File: config.mk
export PLATFORM = sky130hd
export DESIGN_NAME = mbe_ctrl
export DESIGN_NICKNAME = d
export VERILOG_FILES = /design/src/rtl/core/mbe_pkg.sv /design/src/rtl/core/mbe_ctrl.sv
export SDC_FILE = /design/constraint.sdc
export NUM_CORES = 1
export LEC_CHECK = 0
export BUFFER_PORTS_ARGS = -buffer_cell sky130_fd_sc_hd__buf_2
export CAP_MARGIN = 20
export CORE_MARGIN = 1
export CORE_UTILIZATION = 40
export CTS_CLUSTER_SIZE = 14
export DETAILED_ROUTE_END_ITERATION = 10
export GPL_ROUTABILITY_DRIVEN = 0
export SYNTH_ARGS = -nofsm -noshare
export SYNTH_HDL_FRONTEND = slang
export SYNTH_SLANG_ARGS = --single-unit
export TNS_END_PERCENT = 100
File: constraint.sdc
create_clock -name clk -period 5.2 [get_ports clk]
set_input_delay 1.04 -clock clk [delete_from_list [all_inputs] [get_ports clk]]
set_output_delay 1.04 -clock clk [all_outputs]
set_load 0.1 [all_outputs]
File: src/rtl/core/mbe_pkg.sv
// Shared types for the escape-time pixel colorer: register block layout and
// the command and status words that join the controller and the datapath.
// No dependencies.
package mbe_pkg;

  // configuration register block
  typedef struct packed {
    logic [15:0] max_iterations;
    logic        gradient_enable;
    logic [23:0] body_color;
    logic [23:0] background_color;
    logic [23:0] gradient_color;
    logic [19:0] pixel_step;
  } cfg_t;

  // controller to datapath
  typedef struct packed {
    logic load;       // capture pixel indices, clear count and flag
    logic coord;      // form c from the indices
    logic init_z;     // z = c, start squaring c
    logic sq_done;    // capture squares of c
    logic step_a;     // start cross product and new real square
    logic a_done;     // capture new imaginary part and real square
    logic step_b;     // start new imaginary square
    logic b_done;     // capture imaginary square
    logic next_iter;  // advance iteration index
    logic set_esc;    // mark pixel escaped
    logic div_start;  // start gradient weight division
    logic blend;      // form per-channel blend sums
    logic out_load;   // load result word into output register
  } cmd_t;

  // datapath to controller
  typedef struct packed {
    logic lim_zero;   // effective limit is zero
    logic far;        // c lies outside the radius-4 box
    logic mul_done;   // multipliers finished
    logic esc_hit;    // |z|^2 above 4
    logic last_iter;  // index is limit - 1
    logic div_done;   // weight division finished
    logic grad_en;    // gradient blending on
    logic out_free;   // output register can take a word
  } sts_t;

endpackage

File: src/rtl/core/mbe_ctrl.sv
// Controller of the escape-time pixel colorer: input handshake and the
// sequence of coordinate, iteration, weight and output steps.
// Depends on mbe_pkg.
module mbe_ctrl
  import mbe_pkg::*;
(
  input  logic clk,
  input  logic rst,
  input  logic in_valid,
  output logic in_ready,
  input  sts_t sts,
  output cmd_t cmd
);

  typedef enum logic [11:0] {
    S_IDLE   = 12'b0000_0000_0001,
    S_COORD  = 12'b0000_0000_0010,
    S_CHECK  = 12'b0000_0000_0100,
    S_SQ     = 12'b0000_0000_1000,
    S_ASTART = 12'b0000_0001_0000,
    S_ARUN   = 12'b0000_0010_0000,
    S_BSTART = 12'b0000_0100_0000,
    S_BRUN   = 12'b0000_1000_0000,
    S_TEST   = 12'b0001_0000_0000,
    S_DIV    = 12'b0010_0000_0000,
    S_BLEND  = 12'b0100_0000_0000,
    S_FIN    = 12'b1000_0000_0000
  } state_t;

  state_t state, state_next;

  assign in_ready = (state == S_IDLE);

  // next state and commands
  always_comb begin
    state_next = state;
    cmd        = '0;
    unique case (state)
      S_IDLE: begin
        if (in_valid) begin
          cmd.load   = 1'b1;
          state_next = S_COORD;
        end
      end
      S_COORD: begin
        cmd.coord  = 1'b1;
        state_next = S_CHECK;
      end
      S_CHECK: begin
        if (sts.lim_zero) begin
          state_next = S_FIN;
        end else if (sts.far) begin
          cmd.set_esc   = 1'b1;
          cmd.div_start = sts.grad_en;
          state_next    = sts.grad_en ? S_DIV : S_FIN;
        end else begin
          cmd.init_z = 1'b1;
          state_next = S_SQ;
        end
      end
      S_SQ: begin
        if (sts.mul_done) begin
          cmd.sq_done = 1'b1;
          state_next  = S_ASTART;
        end
      end
      S_ASTART: begin
        cmd.step_a = 1'b1;
        state_next = S_ARUN;
      end
      S_ARUN: begin
        if (sts.mul_done) begin
          cmd.a_done = 1'b1;
          state_next = S_BSTART;
        end
      end
      S_BSTART: begin
        cmd.step_b = 1'b1;
        state_next = S_BRUN;
      end
      S_BRUN: begin
        if (sts.mul_done) begin
          cmd.b_done = 1'b1;
          state_next = S_TEST;
        end
      end
      S_TEST: begin
        if (sts.esc_hit) begin
          cmd.set_esc   = 1'b1;
          cmd.div_start = sts.grad_en;
          state_next    = sts.grad_en ? S_DIV : S_FIN;
        end else if (sts.last_iter) begin
          state_next = S_FIN;
        end else begin
          cmd.next_iter = 1'b1;
          cmd.step_a    = 1'b1;
          state_next    = S_ARUN;
        end
      end
      S_DIV: begin
        if (sts.div_done) begin
          state_next = S_BLEND;
        end
      end
      S_BLEND: begin
        cmd.blend  = 1'b1;
        state_next = S_FIN;
      end
      S_FIN: begin
        if (sts.out_free) begin
          cmd.out_load = 1'b1;
          state_next   = S_IDLE;
        end
      end
      default: begin
        state_next = S_IDLE;
      end
    endcase
  end

  // state register
  always_ff @(posedge clk) begin
    if (rst) begin
      state <= S_IDLE;
    end else begin
      state <= state_next;
    end
  end

endmodule

### Yosys cells after proc, flatten, opt, wreduce, memory -nomap -nowiden

Index checks and enable logic that the tools add are counted.
W data, S select, Z words.

* flip-flop bits (word level): 12
* input port bits: 11
* output and inout port bits: 14
* logic and storage cells: 54

* eq/ne operators: 18
* multiplexer cells: 34
* reduce and logical (&&, ||, !) cells: 1

Operators with widths (number)
* $pmux W12 S12: 1
* $mux W12: 11
* $mux W1: 17
* $eq A12 B1 Y1 const B: 1
* $eq A12 B10 Y1 const B: 1
* $eq A12 B11 Y1 const B: 1
* $eq A12 B12 Y1 const B: 1
* $eq A12 B2 Y1 const B: 1
* $eq A12 B3 Y1 const B: 1
* $eq A12 B4 Y1 const B: 1
* $eq A12 B5 Y1 const B: 1
* $eq A12 B6 Y1 const B: 1
* $eq A12 B7 Y1 const B: 1
* $eq A12 B8 Y1 const B: 1
* $eq A12 B9 Y1 const B: 1
* $ne A2 B2 Y1 const B: 6
* $mux W2: 3
* $reduce_and A6 Y1: 1
* $pmux W2 S2: 1
* $pmux W1 S2: 1

### Depth between registers and ports, before layout

Gate-level depths: netlist of the first run.

* depth in word-level cells: 4
* depth in mapped cells: 7
* depth with buffers taken out: 5

### Worst setup path after synthesis of the first run

Ideal clock, no wire load.

* path kind: register -> output
* start: register state[5]
* end: output cmd[1] in the netlist's numbering
* arrival: 4.525 ns
* data required time: 4.160 ns
* path slack: -0.365 ns
* cell stages (with the launch flop): 6
* path buffers: 2
* path through: dfxtp_1 > buf_6 > or4_4 > or3_1 > buf_2 > nor4b_1

RTL lines
* start: declaration: line mbe_ctrl.sv:30 `state_t state, state_next;`
* start signal: assignment: line mbe_ctrl.sv:126 `state <= state_next;`
* end: declaration: line mbe_ctrl.sv:12 `output cmd_t cmd`

==> impl_metrics.json, run 1 <==
{
  "setup_violations": 0,
  "cts.sinks": 12,
  "grt_pass1_vias": 798,
  "die_x_microns": 48.4,
  "vias": 892,
  "clockBufferDepth": 2,
  "fin_nets": 146,
  "wl_microns": 2170,
  "hold_class": "flop to flop",
  "dp_hpwl_microns": 1670,
  "critical_path_class": "flop to output port",
  "dp_cells": 157,
  "final_common_cell": "buf_2",
  "vias_per_cell": 5.58,
  "fin_area_sq_um": 1000,
  "p_total_mw": 0.259,
  "holdWs_ps": 547,
  "cts-root-buf": "clkbuf_4",
  "core_area_sq_um": 1980,
  "cts_setup_buffers": 0,
  "p_switching_mw": 0.110,
  "slew_violations": 0,
  "largest_reg_flops": 12,
  "comb_power_share": 0.374,
  "clkTransAtPathRegs_ps": 70,
  "power_density_nw_per_um2": 259,
  "start_util": 0.434,
  "fmax_ghz": 0.275,
  "htree_levels": 1,
  "top_regs": "state: 12 flops",
  "drv_cap": 0,
  "cts_tree": "yes",
  "reg2reg_to": "state[0]",
  "die_h_microns": 48.4,
  "grt_pass1_wl_microns": 3700,
  "worst-path-max-fanout": 11,
  "hold_end": "state[11]",
  "ios": 25,
  "min_period_ps": 3640,
  "reg2reg_slack_ps": 3020,
  "grt-ovfl-total": 0,
  "fin_crit_sh": 0.699,
  "die-area_sq_um": 2340,
  "p_leak_nw": 0.442,
  "synth_area_per_cell_sq_um": 7.54,
  "synthCells": 114,
  "outcome": "finished, final reports clean",
  "r2r_start": "state[0]",
  "syn_to_final_growth_pct": 16.6,
  "vdd_drop_max_mv": 0.244,
  "p_clk_frac": 0.222,
  "skew_ps": 1.39,
  "rsz0062_at_grt": "no",
  "regMostFlops": "state",
  "netlist_area_sq_um": 860,
  "grt_max_degree": 12,
  "switching_share": 0.424,
  "syn-num-nets": 125,
  "pre_cts_ws_ps": 1870,
  "port_buffers": 24,
  "crit_start": "state[0]",
  "reg2regPathDepth": 5,
  "layout-drive-gt1-share": 0.248,
  "first_pass_iters": 4,
  "setup-tns-final_ps": 0,
  "cp-end-kind": "output port",
  "grt_usage": 0.201,
  "final_cell_mix": "buf_2, dfxtp_1, inv_1",
  "drt_first_iter_violations": 19,
  "drc": 0,
  "crit_path_start_kind": "flop",
  "worst_slack_ps": 1560,
  "maxSlewHeadroom": 0.512,
  "critPathRequiredTime_ps": 4160,
  "cp.arrival_ps": 2600,
  "finalNonFillerCells": 160,
  "hold_buffers": 0,
  "wl_per_cell_microns": 13.6,
  "hold_viol": 0,
  "fin_util": 0.506,
  "diodes": 0,
  "worst_pin_slew_ps": 724,
  "seq_power_share": 0.404,
  "antenna_left": 0,
  "min_delay_path_depth": 2,
  "yosys_warnings": 0,
  "synth_seq_area_share": 0.279,
  "cts-resized-gates": 0,
  "power.internal_mw": 0.149,
  "yosysUniqueCellTypes": 36,
  "place_area_sq_um": 980,
  "rows": 16,
  "clock_latency_ps": 270,
  "hp-start": "state[11]",
  "cts_buffers": 3,
  "grt_antenna_before_repair": 0,
  "ys_ff_latch": 12
}
## layout make-up
class / instances / area (sq um)
Fill cell: 207 / 980
Clock buffer: 3 / 22.5
Multi-Input combinational cell: 83 / 544
Timing Repair Buffer: 24 / 120
Sequential cell: 12 / 240
Inverter: 11 / 41.3
Tap cell: 27 / 33.8
## cells in the mapped netlist (all sizes together)
master,number,share of area
dfxtp,12,0.28
a32oi,1,0.010
o21a,1,0.0087
or4,3,0.031
and3,2,0.015
or2,1,0.0073
o211ai,1,0.0087
nor4b,3,0.031
and2,3,0.022
nand4b,1,0.010
o32a,2,0.023
o41ai,1,0.019
nand4,1,0.0073
inv,11,0.048
nor2,8,0.035
a31oi,1,0.0073
o21bai,1,0.0087
xor2,3,0.031
a2111oi,1,0.010
nand2,5,0.022
nor3,8,0.047
o21ai,5,0.029
clkbuf,5,0.022
buf,3,0.025
or3,2,0.015
xnor2,1,0.010
o2bb2ai,1,0.017
o2111a,1,0.013
nor3b,7,0.061
nand2b,1,0.0073
nor4,6,0.051
a21oi,8,0.047
nand3,4,0.023
## worst max-delay path, stage by stage (launching register included)
cell      delay, ps
dfxtp_1         410
or4_1           620
or3_1           460
o32a_1          220
nand2b_1        160
inv_1            50
buf_2           410
## power groups by stage
stage / sequential (mW) / clock [mW] / combinational, mW
2_1_floorplan: 0.0989 / 0 / 0.0870
3_3_place_gp: 0.106 / 0 / 0.0971
3_5_place_dp: 0.106 / 0 / 0.0972
4_1_cts: 0.104 / 0.0615 / 0.0971
5_1_grt: 0.106 / 0.0653 / 0.103
6_report: 0.105 / 0.0576 / 0.0968
## cells by family after synthesis
logic type,after synthesis,synth area share
and+or+nand+nor,55,0.383
AOI/OAI and AO/OA,24,0.202
buffers and inverters,19,0.0946
DFF,12,0.279
xor gates and xnor gates,4,0.0408
## how the worst max path moves through the flow
stage,endpoint,slack [ps],cells past startpoint
after floorplan,cmd[6],620,4
after global placement,cmd[2],1920,6
after detailed placement,cmd[2],1870,6
after CTS,cmd[2],1560,6
after global routing,cmd[2],1460,6
final,cmd[2],1560,6
## layer usage
layer / track usage / vias to the layer above / wire length (microns)
met5: 0 / - / 0
met4: 0.0588 / 0 / 25
met3: 0.0346 / 2 / 126
met2: 0.317 / 32 / 961
met1: 0.280 / 404 / 1060
li1: - / 454 / -
Power figures use the tool's default switching activity.
==> inputs of run 2 (changes only) <==
--- a/config.mk
+++ b/config.mk
@@ -12,6 +12,7 @@
 export CTS_CLUSTER_SIZE = 14
 export DETAILED_ROUTE_END_ITERATION = 10
 export GPL_ROUTABILITY_DRIVEN = 0
+export PLACE_DENSITY = 0.67
 export SYNTH_ARGS = -nofsm -noshare
 export SYNTH_HDL_FRONTEND = slang
 export SYNTH_SLANG_ARGS = --single-unit
==> constraint.sdc (replaced) <==
create_clock -name clk -period 3.31 [get_ports clk]
set_input_delay 0.662 -clock clk [delete_from_list [all_inputs] [get_ports clk]]
set_output_delay 0.662 -clock clk [all_outputs]
set_load 0.1 [all_outputs]
==> run 2 against run 1 <==
Against the previous run:
- die area unchanged
- clock power increased by 110%
- global-route usage increased by 0.51 points
- via count increased by 6.2%
- worst setup slack got worse by 1400 ps
- count of clock-buffer cells in the layout increased by 1
- power increased by 73%
- sequential power increased by 51%
- critical path depth unchanged
- core utilization increased by 3.2 points
- first-iteration DRC count increased by 120%
- cell area increased by 6.4%
==> impl_metrics.json, run 2 (synthesis gave the netlist of run 1 again) <==
{
  "outcome": "finished, final reports clean",
  "setup-tns-final_ps": 0,
  "clockBufferDepth": 2,
  "critical_path_class": "flop to output port",
  "syn_to_final_growth_pct": 24.0,
  "cts_setup_buffers": 0,
  "clkTransAtPathRegs_ps": 80,
  "layout-drive-gt1-share": 0.316,
  "wl_met1_microns": 1040,
  "wl_per_cell_microns": 13.9,
  "start_util": 0.434,
  "port_buffers": 24,
  "fmax_ghz": 0.316,
  "top_layer_used": "met4",
  "top_regs": "state: 12 flops",
  "rows": 16,
  "regMostFlops": "state",
  "cts.sinks": 12,
  "antenna_left": 0,
  "layout.area.seq_sq_um": 240,
  "grt_usage": 0.206,
  "grt_antenna_before_repair": 0,
  "crit_path_start_kind": "flop",
  "fin_crit_sh": 0.957,
  "hold_viol": 0,
  "dp_hpwl_microns": 1640,
  "die_h_microns": 48.4,
  "clock_latency_ps": 280,
  "drc": 0,
  "htree_levels": 1,
  "holdWs_ps": 542,
  "nFillCells": 189,
  "maxSlewHeadroom": 0.458,
  "p_leak_nw": 0.452,
  "vias": 947,
  "worst_pin_slew_ps": 803,
  "grt_pass1_vias": 827,
  "skew_ps": 7.30,
  "rsz0062_at_grt": "no",
  "hold_class": "flop to flop",
  "setup_violations": 0,
  "grt-ovfl-total": 0,
  "final_cell_mix": "buf_2, dfxtp_1, inv_1",
  "first_pass_iters": 4,
  "power_density_nw_per_um2": 422,
  "grt_max_degree": 12,
  "critPathRequiredTime_ps": 2650,
  "die_x_microns": 48.4,
  "wl_microns": 2270,
  "met3_length_microns": 176,
  "min_period_ps": 3170,
  "cts_buffers": 3,
  "diodes": 0,
  "cp-end-kind": "output port",
  "core_area_sq_um": 1980,
  "slew_violations": 0,
  "cts-root-buf": "clkbuf_4",
  "vdd_drop_max_mv": 0.221,
  "multi_input_area_sq_um": 573,
  "worst-path-max-fanout": 7,
  "drv_cap": 0,
  "wl_met2_microns": 999,
  "largest_reg_flops": 12,
  "drt_first_iter_violations": 42,
  "final_common_cell": "buf_2",
  "vias_per_cell": 5.81,
  "die-area_sq_um": 2340,
  "fin_nets": 148,
  "grt_pass1_wl_microns": 3780,
  "cp.arrival_ps": 2500,
  "ios": 25,
  "cts_tree": "yes",
  "fin_util": 0.538
}
==> run 2: layout make-up <==
type / instances / area share
inverter: 11 / 0.0423
tap: 27 / 0.0317
multi-input combinational: 83 / 0.538
clock buffer: 4 / 0.0340
timing repair buffer: 26 / 0.129
sequential: 12 / 0.225
==> run 2: what timing repair did <==
action / 4_1_cts / 5_1_grt
setup endpoints to repair: 0 / 1
hold buffers: 0 / 0
resized for setup: 0 / 1
==> run 2: report_power, final <==
group	total, mW	switching, mW	internal, mW
Sequential	0.159	0.00863	0.150
Clock	0.121	0.0545	0.0669
Combinational	0.169	0.122	0.0468
==> run 2: per-layer routing <==
metal / track usage / vias to the layer above
met4: 0.0686 / 0
met1: 0.272 / 423
li1: - / 463
met5: 0 / -
met2: 0.326 / 52
met3: 0.0535 / 9
==> run 2: critical path, cell delays in order, from the launching register on <==
cell and delay, ps:
dfxtp_1 390, or4_4 570, or3_1 500, nor2_4 160, a31oi_1 80, clkinvlp_4 100, buf_2 410
==> run 2: final timing paths <==
| check | start | to | slack (ps) | depth (start not counted) |
|---|---|---|---|---|
| max | state[4] | cmd[8] | 140 | 6 |
| min reg2reg | state[11] | state[11] | 540 | 2 |
| max reg2reg | state[4] | state[0] | 1120 | 5 |
| min | state[11] | state[11] | 540 | 2 |
==> run 2: per-stage QoR <==
stage | power (mW) | area [sq um] | std cells | worst slack (ps)
2_1_floorplan | 0.296 | 898 | 114 | -498
3_3_place_gp | 0.327 | 1030 | 159 | 399
5_1_grt | 0.472 | 1070 | 163 | 13.9
3_5_place_dp | 0.328 | 1030 | 159 | 366
6_report | 0.449 | 1070 | 163 | 144
4_1_cts | 0.450 | 1060 | 163 | 46.5
==> inputs of run 3 (changes only) <==
--- a/config.mk
+++ b/config.mk
@@ -9,6 +9,7 @@
 export CAP_MARGIN = 20
 export CORE_MARGIN = 1
 export CORE_UTILIZATION = 40
+export CTS_BUF_LIST = sky130_fd_sc_hd__clkbuf_8
 export CTS_CLUSTER_SIZE = 14
 export DETAILED_ROUTE_END_ITERATION = 10
 export GPL_ROUTABILITY_DRIVEN = 0
==> run 3 against run 2 <==
Against the previous run:
- critical path depth stayed put
- clock skew down 2.3 ps
- sequential share of layout area down 0.39 points
- via count fell by 0.74%
- sequential power is essentially flat
- core utilization up 0.95 points
- power is 9.3% higher
- non-clock buffer count is the same
- register-to-register slack better by 30 ps
- cell count unchanged
- combinational power is essentially flat
- critical path type unchanged
- critical endpoint unchanged
- largest cell class unchanged
==> impl_metrics.json, run 3 (synthesis gave the netlist of run 1 again) <==
{
  "first_pass_iters": 4,
  "core_area_sq_um": 1980,
  "crit_path_start_kind": "flop",
  "fin_crit_sh": 0.943,
  "min_period_ps": 3120,
  "grt_pass1_vias": 838,
  "p_switching_mw": 0.189,
  "p_leak_nw": 0.460,
  "cp.arrival_ps": 2460,
  "cts-resized-gates": 0,
  "rows": 16,
  "vias": 940,
  "htree_levels": 1,
  "reg2regPathDepth": 5,
  "cts_buffers": 3,
  "syn_to_final_growth_pct": 26.2,
  "antenna_left": 0,
  "drv_cap": 0,
  "die-area_sq_um": 2340,
  "dp_hpwl_microns": 1640,
  "cts.sinks": 12,
  "clkTransAtPathRegs_ps": 50,
  "power_density_nw_per_um2": 453,
  "start_util": 0.434,
  "finalNonFillerCells": 163,
  "top_regs": "state: 12 flops",
  "seq_power_share": 0.324,
  "drc": 0,
  "vdd_drop_max_mv": 0.257,
  "critical_path_class": "flop to output port",
  "regMostFlops": "state",
  "fmax_ghz": 0.320,
  "wl_microns": 2280,
  "outcome": "finished, final reports clean",
  "port_buffers": 24,
  "clockBufferDepth": 2,
  "fin_area_sq_um": 1080,
  "drt_first_iter_violations": 52,
  "grt_antenna_before_repair": 0,
  "worst-path-max-fanout": 7,
  "final_common_cell": "buf_2",
  "grt_max_degree": 12,
  "dp_cells": 159,
  "wl_per_cell_microns": 14.0,
  "worst_pin_slew_ps": 794,
  "die_h_microns": 48.4,
  "largest_reg_flops": 12,
  "fin_nets": 148,
  "place_area_sq_um": 1030,
  "fin_util": 0.547,
  "maxSlewHeadroom": 0.465,
  "critPathRequiredTime_ps": 2650,
  "grt_pass1_wl_microns": 3810,
  "layout-drive-gt1-share": 0.316,
  "min_delay_path_depth": 2,
  "grt-ovfl-total": 0,
  "p_clk_frac": 0.332,
  "cp-end-kind": "output port",
  "hold_viol": 0,
  "hold_class": "flop to flop",
  "ios": 25,
  "slew_violations": 0,
  "die_x_microns": 48.4,
  "clock_latency_ps": 240,
  "cts-root-buf": "clkbuf_8",
  "skew_ps": 5.03,
  "final_cell_mix": "buf_2, dfxtp_1, inv_1",
  "vias_per_cell": 5.77,
  "grt_usage": 0.205,
  "rsz0062_at_grt": "no",
  "diodes": 0,
  "setup_violations": 0,
  "cts_setup_buffers": 0,
  "cts_tree": "yes",
  "power.internal_mw": 0.303,
  "hold_buffers": 0,
  "switching_share": 0.384,
  "comb_power_share": 0.344
}
==> run 3: power groups by stage <==
stage	combinational (mW)	clock, mW	sequential, mW
detailed placement	0.167	0	0.161
finish	0.169	0.163	0.159
floorplan	0.141	0	0.155
global route	0.180	0.173	0.160
CTS	0.168	0.164	0.159
global placement	0.166	0	0.161
==> run 3: metrics by stage <==
stage                     total power, mW  hold slack (ps)  setup slack [ps]  setup TNS (ps)
after floorplan                     0.296              486              -498            -902
after CTS                           0.490              531              95.3               0
after detailed placement            0.328              522               366               0
after global placement              0.327              533               399               0
after global routing                0.513              561              76.9               0
final                               0.491              538               188               0
==> run 3: final cells by class <==
class	instances	area, sq um
repair buffers	26	138
clock buffers	4	55.1
inverters	11	45.0
flip-flops and latches	12	240
fillers	183	897
well taps	27	33.8
multi-input cells	83	573
==> run 3: metal layers <==
layer	GRT usage	share of wire	up-vias
met1	0.276	0.47	420
met3	0.0440	0.071	6
met2	0.333	0.44	48
li1	-	-	466
met4	0.0539	0.013	0
met5	0	0	-
==> run 3: worst paths after layout <==
path                  start        end  slack [ps]
setup / recovery   state[4]     cmd[8]         190
hold / removal    state[11]  state[11]         540
setup reg to reg   state[4]   state[0]        1150
hold reg to reg   state[11]  state[11]         540
==> run 3: critical path, stage by stage (launching register included) <==
cell and delay [ps]:
dfxtp_1 380, or4_4 580, or3_1 500, nor2_4 160, a31oi_1 80, clkinvlp_4 100
buf_2 410
